File: src/sv/sfr_pkg.sv
// Shared constants and the command type passed from the frame parser to the result sequencer.
package sfr_pkg;

    localparam int SFR_MAX_CHANNELS = 16;
    localparam int SFR_QUEUE_DEPTH  = 4;

    localparam logic [7:0] SFR_GAP_RESET   = 8'd4;
    localparam logic [7:0] SFR_VENDOR_BYTE = 8'hA8;
    localparam logic [7:0] SFR_STATUS_OK   = 8'h01;
    localparam logic [7:0] SFR_STATUS_FS   = 8'h81;
    localparam logic [6:0] SFR_HEAD_LEN    = 7'd3;
    localparam logic [7:0] SFR_MIN_CHANNELS = 8'd2;

    typedef enum logic [1:0] {
        CMD_WRITE = 2'd0,
        CMD_GOOD  = 2'd1,
        CMD_ERROR = 2'd2
    } sfr_op_t;

    typedef struct packed {
        sfr_op_t     op;
        logic [4:0]  idx;
        logic [15:0] word;
        logic [5:0]  total;
        logic        fs;
        logic [15:0] good;
        logic [15:0] err;
    } sfr_cmd_t;

endpackage

File: src/sv/sfr_front.sv
// Frame parser: gap timing, header checks, CRC and channel word assembly.
module sfr_front
    import sfr_pkg::*;
#(
    parameter int MAX_CHANNELS = SFR_MAX_CHANNELS
) (
    input  logic        clk,
    input  logic        rst_n,
    input  logic        accept,
    input  logic        action,
    input  logic [7:0]  rx_byte,
    input  logic        cfg_write,
    input  logic [7:0]  cfg_data,
    output logic        push,
    output sfr_cmd_t    cmd
);

    logic [6:0]  pos_reg, pos_next;
    logic [7:0]  idle_reg, idle_next;
    logic [15:0] crc_reg, crc_next;
    logic [5:0]  fc_reg, fc_next;
    logic [7:0]  hold_reg, hold_next;
    logic        fs_reg, fs_next;
    logic [15:0] good_reg, good_next;
    logic [15:0] err_reg, err_next;
    logic [7:0]  gap_reg;

    logic        gap;
    logic [6:0]  pos;
    logic [15:0] crc_new;
    logic [6:0]  d;
    logic [6:0]  two_fc;
    sfr_op_t     op;
    logic [4:0]  idx;
    logic [15:0] word;

    function automatic logic [15:0] crc_byte(input logic [15:0] c, input logic [7:0] b);
        logic [15:0] r;
        r = c ^ {b, 8'h00};
        for (int i = 0; i < 8; i++) begin
            if (r[15]) begin
                r = {r[14:0], 1'b0} ^ 16'h1021;
            end else begin
                r = {r[14:0], 1'b0};
            end
        end
        return r;
    endfunction

    assign gap     = idle_reg >= gap_reg;
    assign pos     = gap ? 7'd0 : pos_reg;
    assign crc_new = crc_byte((pos == 7'd0) ? 16'h0000 : crc_reg, rx_byte);
    assign d       = pos - SFR_HEAD_LEN;
    assign two_fc  = {fc_reg, 1'b0};

    always_comb
    begin
        pos_next  = pos_reg;
        idle_next = idle_reg;
        crc_next  = crc_reg;
        fc_next   = fc_reg;
        hold_next = hold_reg;
        fs_next   = fs_reg;
        good_next = good_reg;
        err_next  = err_reg;
        push      = 1'b0;
        op        = CMD_WRITE;
        idx       = d[5:1];
        word      = {hold_reg, rx_byte};
        if (accept) begin
            if (action) begin
                if (idle_reg != 8'hFF) begin
                    idle_next = idle_reg + 8'd1;
                end
            end else begin
                idle_next = 8'd0;
                pos_next  = pos;
                if (pos == 7'd0) begin
                    if (rx_byte == SFR_VENDOR_BYTE) begin
                        crc_next = crc_new;
                        pos_next = 7'd1;
                    end
                end else begin
                    crc_next = crc_new;
                    if (pos == 7'd1) begin
                        if (rx_byte == SFR_STATUS_OK || rx_byte == SFR_STATUS_FS) begin
                            fs_next  = (rx_byte == SFR_STATUS_FS);
                            pos_next = 7'd2;
                        end else begin
                            err_next = err_reg + 16'd1;
                            pos_next = 7'd0;
                            crc_next = 16'h0000;
                            push     = 1'b1;
                            op       = CMD_ERROR;
                        end
                    end else if (pos == 7'd2) begin
                        if (rx_byte >= SFR_MIN_CHANNELS && rx_byte <= 8'(MAX_CHANNELS)) begin
                            fc_next  = rx_byte[5:0];
                            pos_next = 7'd3;
                        end else begin
                            err_next = err_reg + 16'd1;
                            pos_next = 7'd0;
                            crc_next = 16'h0000;
                            push     = 1'b1;
                            op       = CMD_ERROR;
                        end
                    end else begin
                        if (d < two_fc) begin
                            if (d[0]) begin
                                push = 1'b1;
                                op   = CMD_WRITE;
                            end else begin
                                hold_next = rx_byte;
                            end
                        end
                        if (pos < two_fc + 7'd4) begin
                            pos_next = pos + 7'd1;
                        end else if (crc_new != 16'h0000) begin
                            err_next = err_reg + 16'd1;
                            pos_next = 7'd0;
                            crc_next = 16'h0000;
                            push     = 1'b1;
                            op       = CMD_ERROR;
                        end else begin
                            good_next = good_reg + 16'd1;
                            pos_next  = 7'd0;
                            crc_next  = 16'h0000;
                            push      = 1'b1;
                            op        = CMD_GOOD;
                        end
                    end
                end
            end
        end
    end

    assign cmd.op    = op;
    assign cmd.idx   = idx;
    assign cmd.word  = word;
    assign cmd.total = fc_next;
    assign cmd.fs    = fs_next;
    assign cmd.good  = good_next;
    assign cmd.err   = err_next;

    always_ff @(posedge clk or negedge rst_n)
    begin
        if (!rst_n) begin
            pos_reg  <= 7'd0;
            idle_reg <= 8'd0;
            crc_reg  <= 16'h0000;
            fc_reg   <= 6'(MAX_CHANNELS);
            hold_reg <= 8'd0;
            fs_reg   <= 1'b1;
            good_reg <= 16'd0;
            err_reg  <= 16'd0;
            gap_reg  <= SFR_GAP_RESET;
        end else begin
            pos_reg  <= pos_next;
            idle_reg <= idle_next;
            crc_reg  <= crc_next;
            fc_reg   <= fc_next;
            hold_reg <= hold_next;
            fs_reg   <= fs_next;
            good_reg <= good_next;
            err_reg  <= err_next;
            if (cfg_write) begin
                gap_reg <= cfg_data;
            end
        end
    end

endmodule

File: src/sv/sfr_queue.sv
// Short command queue between the frame parser and the result sequencer.
module sfr_queue
    import sfr_pkg::*;
(
    input  logic     clk,
    input  logic     rst_n,
    input  logic     push,
    input  sfr_cmd_t push_data,
    output logic     full,
    input  logic     pop,
    output sfr_cmd_t pop_data,
    output logic     empty
);

    localparam int PW = $clog2(SFR_QUEUE_DEPTH);

    sfr_cmd_t        entry_reg [SFR_QUEUE_DEPTH];
    logic [PW-1:0]   wr_ptr_reg, rd_ptr_reg;
    logic [PW:0]     count_reg;

    assign full     = count_reg == (PW + 1)'(SFR_QUEUE_DEPTH);
    assign empty    = count_reg == '0;
    assign pop_data = entry_reg[rd_ptr_reg];

    always_ff @(posedge clk)
    begin
        if (push) begin
            entry_reg[wr_ptr_reg] <= push_data;
        end
    end

    always_ff @(posedge clk or negedge rst_n)
    begin
        if (!rst_n) begin
            wr_ptr_reg <= '0;
            rd_ptr_reg <= '0;
            count_reg  <= '0;
        end else begin
            if (push) begin
                wr_ptr_reg <= wr_ptr_reg + PW'(1);
            end
            if (pop) begin
                rd_ptr_reg <= rd_ptr_reg + PW'(1);
            end
            if (push && !pop) begin
                count_reg <= count_reg + (PW + 1)'(1);
            end else if (pop && !push) begin
                count_reg <= count_reg - (PW + 1)'(1);
            end
        end
    end

endmodule

File: src/sv/sfr_back.sv
// Result sequencer: holds the channel store and emits channel and error results.
module sfr_back
    import sfr_pkg::*;
#(
    parameter int MAX_CHANNELS = SFR_MAX_CHANNELS
) (
    input  logic        clk,
    input  logic        rst_n,
    input  sfr_cmd_t    cmd,
    input  logic        q_empty,
    output logic        q_pop,
    output logic        out_valid,
    input  logic        out_stall,
    output logic        kind,
    output logic [4:0]  channel_index,
    output logic [12:0] channel_value,
    output logic [5:0]  channel_total,
    output logic        failsafe,
    output logic [15:0] good_count,
    output logic [15:0] error_count,
    output logic        last
);

    localparam int AW = $clog2(MAX_CHANNELS);

    typedef enum logic [1:0] {
        ST_IDLE,
        ST_READ,
        ST_EMIT
    } state_t;

    state_t      state_reg;
    sfr_cmd_t    cur_reg;
    logic [4:0]  chan_reg;
    logic [15:0] mem [MAX_CHANNELS];
    logic [15:0] rd_data_reg;

    logic out_free;
    logic mem_we;
    logic chan_last;
    logic emit_err;
    logic emit_chan;

    assign out_free  = !out_valid || !out_stall;
    assign q_pop     = (state_reg == ST_IDLE) && !q_empty
                       && (cmd.op != CMD_ERROR || out_free);
    assign mem_we    = q_pop && (cmd.op == CMD_WRITE);
    assign chan_last = ({1'b0, chan_reg} + 6'd1) == cur_reg.total;
    assign emit_err  = q_pop && (cmd.op == CMD_ERROR);
    assign emit_chan = (state_reg == ST_EMIT) && out_free;

    always_ff @(posedge clk)
    begin
        if (mem_we) begin
            mem[cmd.idx[AW-1:0]] <= cmd.word;
        end
        rd_data_reg <= mem[chan_reg[AW-1:0]];
    end

    always_ff @(posedge clk or negedge rst_n)
    begin
        if (!rst_n) begin
            state_reg     <= ST_IDLE;
            cur_reg       <= '0;
            chan_reg      <= 5'd0;
            out_valid     <= 1'b0;
            kind          <= 1'b0;
            channel_index <= 5'd0;
            channel_value <= 13'd0;
            channel_total <= 6'd0;
            failsafe      <= 1'b0;
            good_count    <= 16'd0;
            error_count   <= 16'd0;
            last          <= 1'b0;
        end else begin
            if (emit_err || emit_chan) begin
                out_valid <= 1'b1;
            end else if (!out_stall) begin
                out_valid <= 1'b0;
            end
            unique case (state_reg)
                ST_IDLE:
                begin
                    if (q_pop) begin
                        if (cmd.op == CMD_ERROR) begin
                            kind          <= 1'b1;
                            channel_index <= 5'd0;
                            channel_value <= 13'd0;
                            channel_total <= cmd.total;
                            failsafe      <= cmd.fs;
                            good_count    <= cmd.good;
                            error_count   <= cmd.err;
                            last          <= 1'b1;
                        end else if (cmd.op == CMD_GOOD) begin
                            cur_reg   <= cmd;
                            chan_reg  <= 5'd0;
                            state_reg <= ST_READ;
                        end
                    end
                end
                ST_READ:
                begin
                    state_reg <= ST_EMIT;
                end
                ST_EMIT:
                begin
                    if (out_free) begin
                        kind          <= 1'b0;
                        channel_index <= chan_reg;
                        channel_value <= rd_data_reg[15:3];
                        channel_total <= cur_reg.total;
                        failsafe      <= cur_reg.fs;
                        good_count    <= cur_reg.good;
                        error_count   <= cur_reg.err;
                        last          <= chan_last;
                        if (chan_last) begin
                            state_reg <= ST_IDLE;
                        end else begin
                            chan_reg  <= chan_reg + 5'd1;
                            state_reg <= ST_READ;
                        end
                    end
                end
                default:
                begin
                    state_reg <= ST_IDLE;
                end
            endcase
        end
    end

endmodule

File: src/sv/sumd_frame_receiver_unit.sv
// Top level of the SUMD frame receiver: parser, command queue and result sequencer.
//
// Each input request carries either a received UART byte (action 0) or a
// one millisecond tick (action 1). The parser takes one request per cycle
// while the command queue has room; in_stall rises only when the queue is
// full. Ticks and accepted header bytes give no result; channel words are
// written to the channel store as the sequencer pops them. A good frame
// then produces one result per channel, each through a read state and an
// emit state, as the channel store has a single read port. A rejected
// frame produces one error result. The first result of a frame follows the
// byte that ends it through the queue, the sequencer and the output
// register. Results leave from the output register; while out_stall is
// high the register holds and the queue and then the input fill up behind it.
// The gap timeout register is written through cfg_valid/cfg_data, always
// ready, and should be written only while the block is idle.
// Reset clears the frame state, the counters and the queue, sets the
// failsafe flag and a timeout of four milliseconds; the channel store is
// not cleared and needs no clearing pass.
module sumd_frame_receiver_unit
    import sfr_pkg::*;
#(
    parameter int MAX_CHANNELS = SFR_MAX_CHANNELS
) (
    input  logic        clk,
    input  logic        rst_n,
    input  logic        in_valid,
    output logic        in_stall,
    input  logic        action,
    input  logic [7:0]  rx_byte,
    input  logic        cfg_valid,
    output logic        cfg_ready,
    input  logic [7:0]  cfg_data,
    output logic        out_valid,
    input  logic        out_stall,
    output logic        kind,
    output logic [4:0]  channel_index,
    output logic [12:0] channel_value,
    output logic [5:0]  channel_total,
    output logic        failsafe,
    output logic [15:0] good_count,
    output logic [15:0] error_count,
    output logic        last
);

    logic     accept;
    logic     push;
    logic     full;
    logic     pop;
    logic     empty;
    sfr_cmd_t push_cmd;
    sfr_cmd_t pop_cmd;

    assign cfg_ready = 1'b1;
    assign in_stall  = full;
    assign accept    = in_valid && !in_stall;

    sfr_front #(
        .MAX_CHANNELS(MAX_CHANNELS)
    ) u_front (
        .clk      (clk),
        .rst_n    (rst_n),
        .accept   (accept),
        .action   (action),
        .rx_byte  (rx_byte),
        .cfg_write(cfg_valid && cfg_ready),
        .cfg_data (cfg_data),
        .push     (push),
        .cmd      (push_cmd)
    );

    sfr_queue u_queue (
        .clk      (clk),
        .rst_n    (rst_n),
        .push     (push),
        .push_data(push_cmd),
        .full     (full),
        .pop      (pop),
        .pop_data (pop_cmd),
        .empty    (empty)
    );

    sfr_back #(
        .MAX_CHANNELS(MAX_CHANNELS)
    ) u_back (
        .clk          (clk),
        .rst_n        (rst_n),
        .cmd          (pop_cmd),
        .q_empty      (empty),
        .q_pop        (pop),
        .out_valid    (out_valid),
        .out_stall    (out_stall),
        .kind         (kind),
        .channel_index(channel_index),
        .channel_value(channel_value),
        .channel_total(channel_total),
        .failsafe     (failsafe),
        .good_count   (good_count),
        .error_count  (error_count),
        .last         (last)
    );

endmodule

File: config.mk
export PLATFORM = sky130hd
export DESIGN_NAME = sumd_frame_receiver_unit
export DESIGN_NICKNAME = d
export VERILOG_FILES = /design/src/sv/sfr_pkg.sv /design/src/sv/sfr_front.sv /design/src/sv/sfr_queue.sv /design/src/sv/sfr_back.sv /design/src/sv/sumd_frame_receiver_unit.sv
export SDC_FILE = /design/constraint.sdc
export NUM_CORES = 1
export LEC_CHECK = 0
export BUFFER_PORTS_ARGS = -buffer_cell sky130_fd_sc_hd__buf_2
export CORE_MARGIN = 3
export CORE_UTILIZATION = 40
export DETAILED_ROUTE_END_ITERATION = 10
export GPL_TIMING_DRIVEN = 0
export SYNTH_ARGS = -nofsm -noshare
export SYNTH_HDL_FRONTEND = slang
export SYNTH_SLANG_ARGS = --single-unit
File: constraint.sdc
create_clock -name clk -period 7.9 [get_ports clk]
set_input_delay 0.395 -clock clk [delete_from_list [all_inputs] [get_ports clk]]
set_output_delay 0.395 -clock clk [all_outputs]
set_load 0.02 [all_outputs]
# Word level (Yosys, flattened, before mapping)
# Memory sizes are Yosys's and may differ from the RTL's. A register that Yosys moved wholly into a read port is not among the register bits.
# Cells that the tools add are included.
[word_totals]
word_cells = 239
inputBits = 22
output_inout_bits = 62
mem_count = 2
mem_bits_rw = 504
register_bits = 199
[mem_list]
columns = ["memory", "depth", "word_bits", "rd", "rd_clocked_by_memory_dff", "wr", "line_no", "source"]
rows = [
  ["u_back.mem", 16, 16, 1, 1, 1, "sfr_back.sv:35", "logic [15:0] mem [MAX_CHANNELS];"],
  ["u_queue.entry_reg", 4, 62, 1, 0, 1, "sfr_queue.sv:17", "sfr_cmd_t entry_reg [SFR_QUEUE_DEPTH];"],
]
[op_classes]
n_reduce_logical = 34
n_eq_ne = 22
mux = 122
bitwise = 15
add_sub_neg = 12
n_lt_le_gt_ge = 5
[op_table]
columns = ["op", "n"]
rows = [
  ["16-bit 2-to-1 mux", 30],
  ["13-bit 2-to-1 mux", 11],
  ["16-bit one-hot mux with 2 select lines", 2],
  ["6-bit 2-to-1 mux", 9],
  ["7-bit 2-to-1 mux", 6],
  ["5-bit 2-to-1 mux", 8],
  ["16-bit by 1-bit adder with 16-bit output, second input constant", 2],
  ["2-bit 2-to-1 mux", 15],
  ["1-bit 2-to-1 mux", 29],
  ["13-bit one-hot mux with 2 select lines", 1],
  ["3-bit NOT", 8],
  ["5-bit one-hot mux with 2 select lines", 2],
  ["8-bit equality test, second input constant", 2],
  ["8-bit 2-to-1 mux", 2],
  ["16-bit nonzero test", 1],
  ["16-bit XOR", 1],
  ["7-bit less-than comparator", 2],
  ["2-bit != test, second input constant", 6],
  ["6-bit one-hot mux with 2 select lines", 1],
  ["4-bit AND reduction", 3],
  ["1-bit logical AND", 9],
  ["8-bit by 1-bit adder with 8-bit output, second input constant", 1],
  ["8-bit by 1-bit equality test with 1-bit output, second input constant", 1],
  ["8-bit by 2-bit >= comparator with 1-bit output, second input constant", 1],
  ["other kinds (32)", 57],
]

# Logic depth before layout (Yosys ltp)
[logic_depth]
word_depth = 29
mapped_depth = 26
mapped_depth_nobuf = 24

# Hierarchy
# A second synthesis with hierarchy kept.
[unflattened]
hier_cells = 1852
area_unflattened_um2 = 28439.8
[modules_own_cells]
columns = ["module", "instances", "seq_area_each_um2", "cells_per_inst", "area_per_inst_um2"]
rows = [
  ["sfr_back", 1, 9158.8, 839, 13021.2],
  ["sfr_queue", 1, 7622.3, 358, 9415.3],
  ["sfr_front", 1, 2155.8, 652, 5978.2],
  ["sumd_frame_receiver_unit", 1, 0.0, 3, 25.0],
]

# Worst setup path after synthesis
# OpenSTA, ideal clock, no wires.
[synth_timing]
path_type = "reg2reg"
startpoint = "register u_front.idle_reg[0]"
endpoint = "memory u_queue.entry_reg[0][0] in the netlist's numbering (enable)"
stages_incl_launch_ff = 22
arrival_ns = 5.675
setup_ns = 0.422
synth_period_minus_slack_ns = 6.097
n_path_buf = 2
required_time_ns = 7.478
setup_slack_ns = 1.803
cell_sequence = "dfrtp_1 > inv_1 > ha_1 > nand2b_1 > a2111oi_2 > o21a_1 > clkbuf_1 > nand2_1 > inv_1 > ha_1 > clkbuf_1 > xor2_1 > ha_1 > a21o_1 > a21o_1 > a21o_1 > a21o_1 > a21oi_1 > nand2_1 > a21o_1 > a21oi_1 > and2_1"
[synth_rtl]
columns = ["item", "line_no", "source"]
rows = [
  ["from (decl)", "sfr_front.sv:19", "logic [7:0] idle_reg, idle_next;"],
  ["from (signal assigned)", "sfr_front.sv:159", "idle_reg <= idle_next;"],
  ["to (decl)", "sfr_queue.sv:17", ""],
]

==> flow_metrics.tcl <==
set metrics [dict create \
    drive_above_1_share 0.181 \
    setup_viol 0 \
    grt_pass1_wl_um 91100 \
    cts_sinks 652 \
    final_cell_mix "edfxtp_1, dfrtp_1, nand2_1" \
    mostFrequentLayoutCell "edfxtp_1" \
    firstDrtPassIters 5 \
    synth-compound-area-share 0.0553 \
    synth.top_cells.by_area "edfxtp_1, dfrtp_1, mux4_2, mux2i_1, nand2_1" \
    pin_count 84 \
    synth_top_family_by_area "multiplexers" \
    cts_tree "yes" \
    synth-edff-count 440 \
    synth_cell_type_count 68 \
    synth_ff_type "edfxtp_1" \
    core-area_mm2 0.0662 \
    p_sw_mw 3.85 \
    cts-root-buf "clkbuf_16" \
    grt_antenna_before_repair 1 \
    synth-adder-area-share 0.0156 \
    cp-end-kind "flop" \
    yosysTopAreaCellShare 0.491 \
    yosys.area.top_type "edfxtp_1" \
    yosys.area_share.simple 0.0628 \
    cts_max_level 3 \
    clk_pin_slew_ns 0.06 \
    netlist_area_mm2 0.0269 \
    p_comb_frac 0.313 \
    max_freq_mhz 151 \
    antenna_cells 0 \
    switching_share 0.333 \
    routed_wl_um 57900 \
    p_leak_nw 11.6 \
    gp_congestion 0.847 \
    vias_per_cell 5.30 \
    yosys_warnings 0 \
    post_cts_resize_count 0 \
    drtIter0Drc 1026 \
    grt_usage 0.168 \
    setup-tns-final_ns 0 \
    area_delta_synth_final_pct 15.1 \
    rrSetupSlack_ns 1.27 \
    drtAntennaViolNets 0 \
    rsz0062_at_grt "false" \
    drcViolationCount 0 \
    p_int_mw 7.69 \
    clkLatencyLatePin_ns 0.61 \
    grt_max_degree 115 \
    place_hpwl_um 38300 \
    finClkSkew_ns 0.0330 \
    status "complete, no violations" \
    hold_viol_final 0 \
    powerDensity_mw_per_mm2 373 \
    synth_area_per_cell_um2 15.4 \
    vias 15000 \
    synth_xor_xnor_area_share 0.0351 \
    drv_slew 0 \
    timing.final.crit_share 0.839 \
    grt-ovfl-total 0 \
    p_clk_frac 0.281 \
    worstPathMaxFanout 10 \
    grt_pass1_vias 15500 \
    ys_seq_area_frac 0.686 \
    cts_inserted_buffers 70 \
    die_y_um 265 \
    start_kind "flop" \
    initial_core_util 0.406 \
    hold_class "in -> reg" \
    clk_path_buf_depth 3 \
    synthCells 1742 \
    post-route-min-period_ns 6.63 \
    stdcell_count 2832 \
    crit_arrival_ns 7.16 \
    synthArstFlopShare 0.305 \
    die-area_mm2 0.0704 \
    placed_cells 2697 \
    worst_pin_slew_ns 1.41 \
    wl_per_cell_um 20.4 \
    rows 94 \
    maxCapViolCount 0 \
    synth_mux_area_frac 0.127 \
    nets 1969 \
    peakVddDrop_mv 0.173 \
    seq_power_share 0.406 \
    ys_seq_elements 652 \
    largest_register_ffs 232 \
    port_buffers 82 \
    relSlewSlack 0.0570 \
    die_w_um 265 \
    crit_required_ns 8.43 \
    critical_path_class "reg -> reg" \
    hold_ws_ns 0.0398 \
    synth_fp_nets 1797 \
]
[through the flow]
stage	cell area, µm²	utilization	setup slack, ns	power (mW)
2_1_floorplan	26900	-	1.80	7.21
3_3_place_gp	28400	0.429	-0.364	8.28
3_5_place_dp	28600	0.432	1.26	8.40
4_1_cts	31000	0.468	1.22	11.7
5_1_grt	31000	0.468	0.608	12.2
6_report	31000	0.468	1.27	11.5
[synth_stat cells, drive strengths merged, types with 6 or more instances]
master	count
mux2	53
buf	23
clkbuf	62
a21oi	17
o31ai	8
inv	40
and2	16
a22oi	13
nand2b	9
nor3	17
a22o	17
dfxtp	13
a21o	8
nand2	176
nand4	18
nand3	36
and3	9
nor2	64
o21ai	108
o211ai	6
dfrtp	196
xnor2	65
mux2i	92
ha	32
xor2	39
mux4	84
edfxtp	440
a221oi	27
[power groups by stage]
stage                     combinational (mW)  sequential [mW]  clock [mW]
after global routing                    3.98             4.75        3.46
after floorplan                         2.35             4.86           0
after detailed placement                3.64             4.76           0
after CTS                               3.66             4.69        3.32
final                                   3.61             4.68        3.24
after global placement                  3.54             4.74           0
[kinds of logic (layout without fill, tap and decap cells)]
kind of cell	count (synthesis)	count (layout)
compound gates	228	228
xor+xnor	104	104
fa+ha+maj	33	33
buf+inv	125	351
flops	652	652
mux	229	229
other cells	1	1
simple gates	370	370
[path summary, 6_finish.rpt]
kind / startpoint / to / cells after the start
min in group asynchronous: rst_n / u_front.good_reg[4] / 2
hold reg to reg: u_back.rd_data_reg[7] / u_back.channel_value[4] / 2
max in group asynchronous: rst_n / u_front.crc_reg[3] / 3
setup / recovery: u_front.idle_reg[0] / u_queue.count_reg[2] / 26
setup reg to reg: u_front.idle_reg[0] / u_queue.count_reg[2] / 26
hold / removal: rx_byte[7] / u_queue.entry_reg[0][46] / 1
[repair_timing]
action,CTS,global route
hold buffers,9,0
buffers inserted,0,0
hold endpoints to repair,93,0
[per-layer routing]
metal / vias up / wire length (µm) / global-route usage
met3: 86 / 2990 / 0.0281
met2: 341 / 27100 / 0.267
met4: 0 / 1170 / 0.0502
li1: 6905 / - / -
met5: - / 0 / 0
met1: 7672 / 26700 / 0.238
[cell type report]
type	count	area [µm²]
clock buffers	94	1930
plain buffers	85	339
flip-flops and latches	652	18500
repair buffers	100	693
inverters	40	150
clock inverters	32	342
fillers	5706	35200
multi-input cells	965	7970
well taps	864	1080
[worst max-delay path, cell delays in order (launching register included)]
cell       delay (ns)
dfrtp_1          0.39
inv_1            0.07
ha_1             0.26
nand2b_1         0.16
a2111oi_2        0.41
o21a_1           0.29
clkbuf_1         0.36
nand2_1          0.24
inv_1            0.13
ha_1             0.15
clkbuf_1         0.32
xor2_1           0.41
ha_1             0.31
a21o_1           0.16
a21o_1           0.17
a21o_1           0.18
a21o_1           0.18
a21oi_1          0.19
nand2_1          0.08
a21o_1           0.18
a21oi_1          0.64
ha_1             0.32
inv_1            0.07
fa_1             0.43
xor2_1           0.17
nor2_1           0.11
xor2_1           0.16
(Power assumes the default switching activity.)
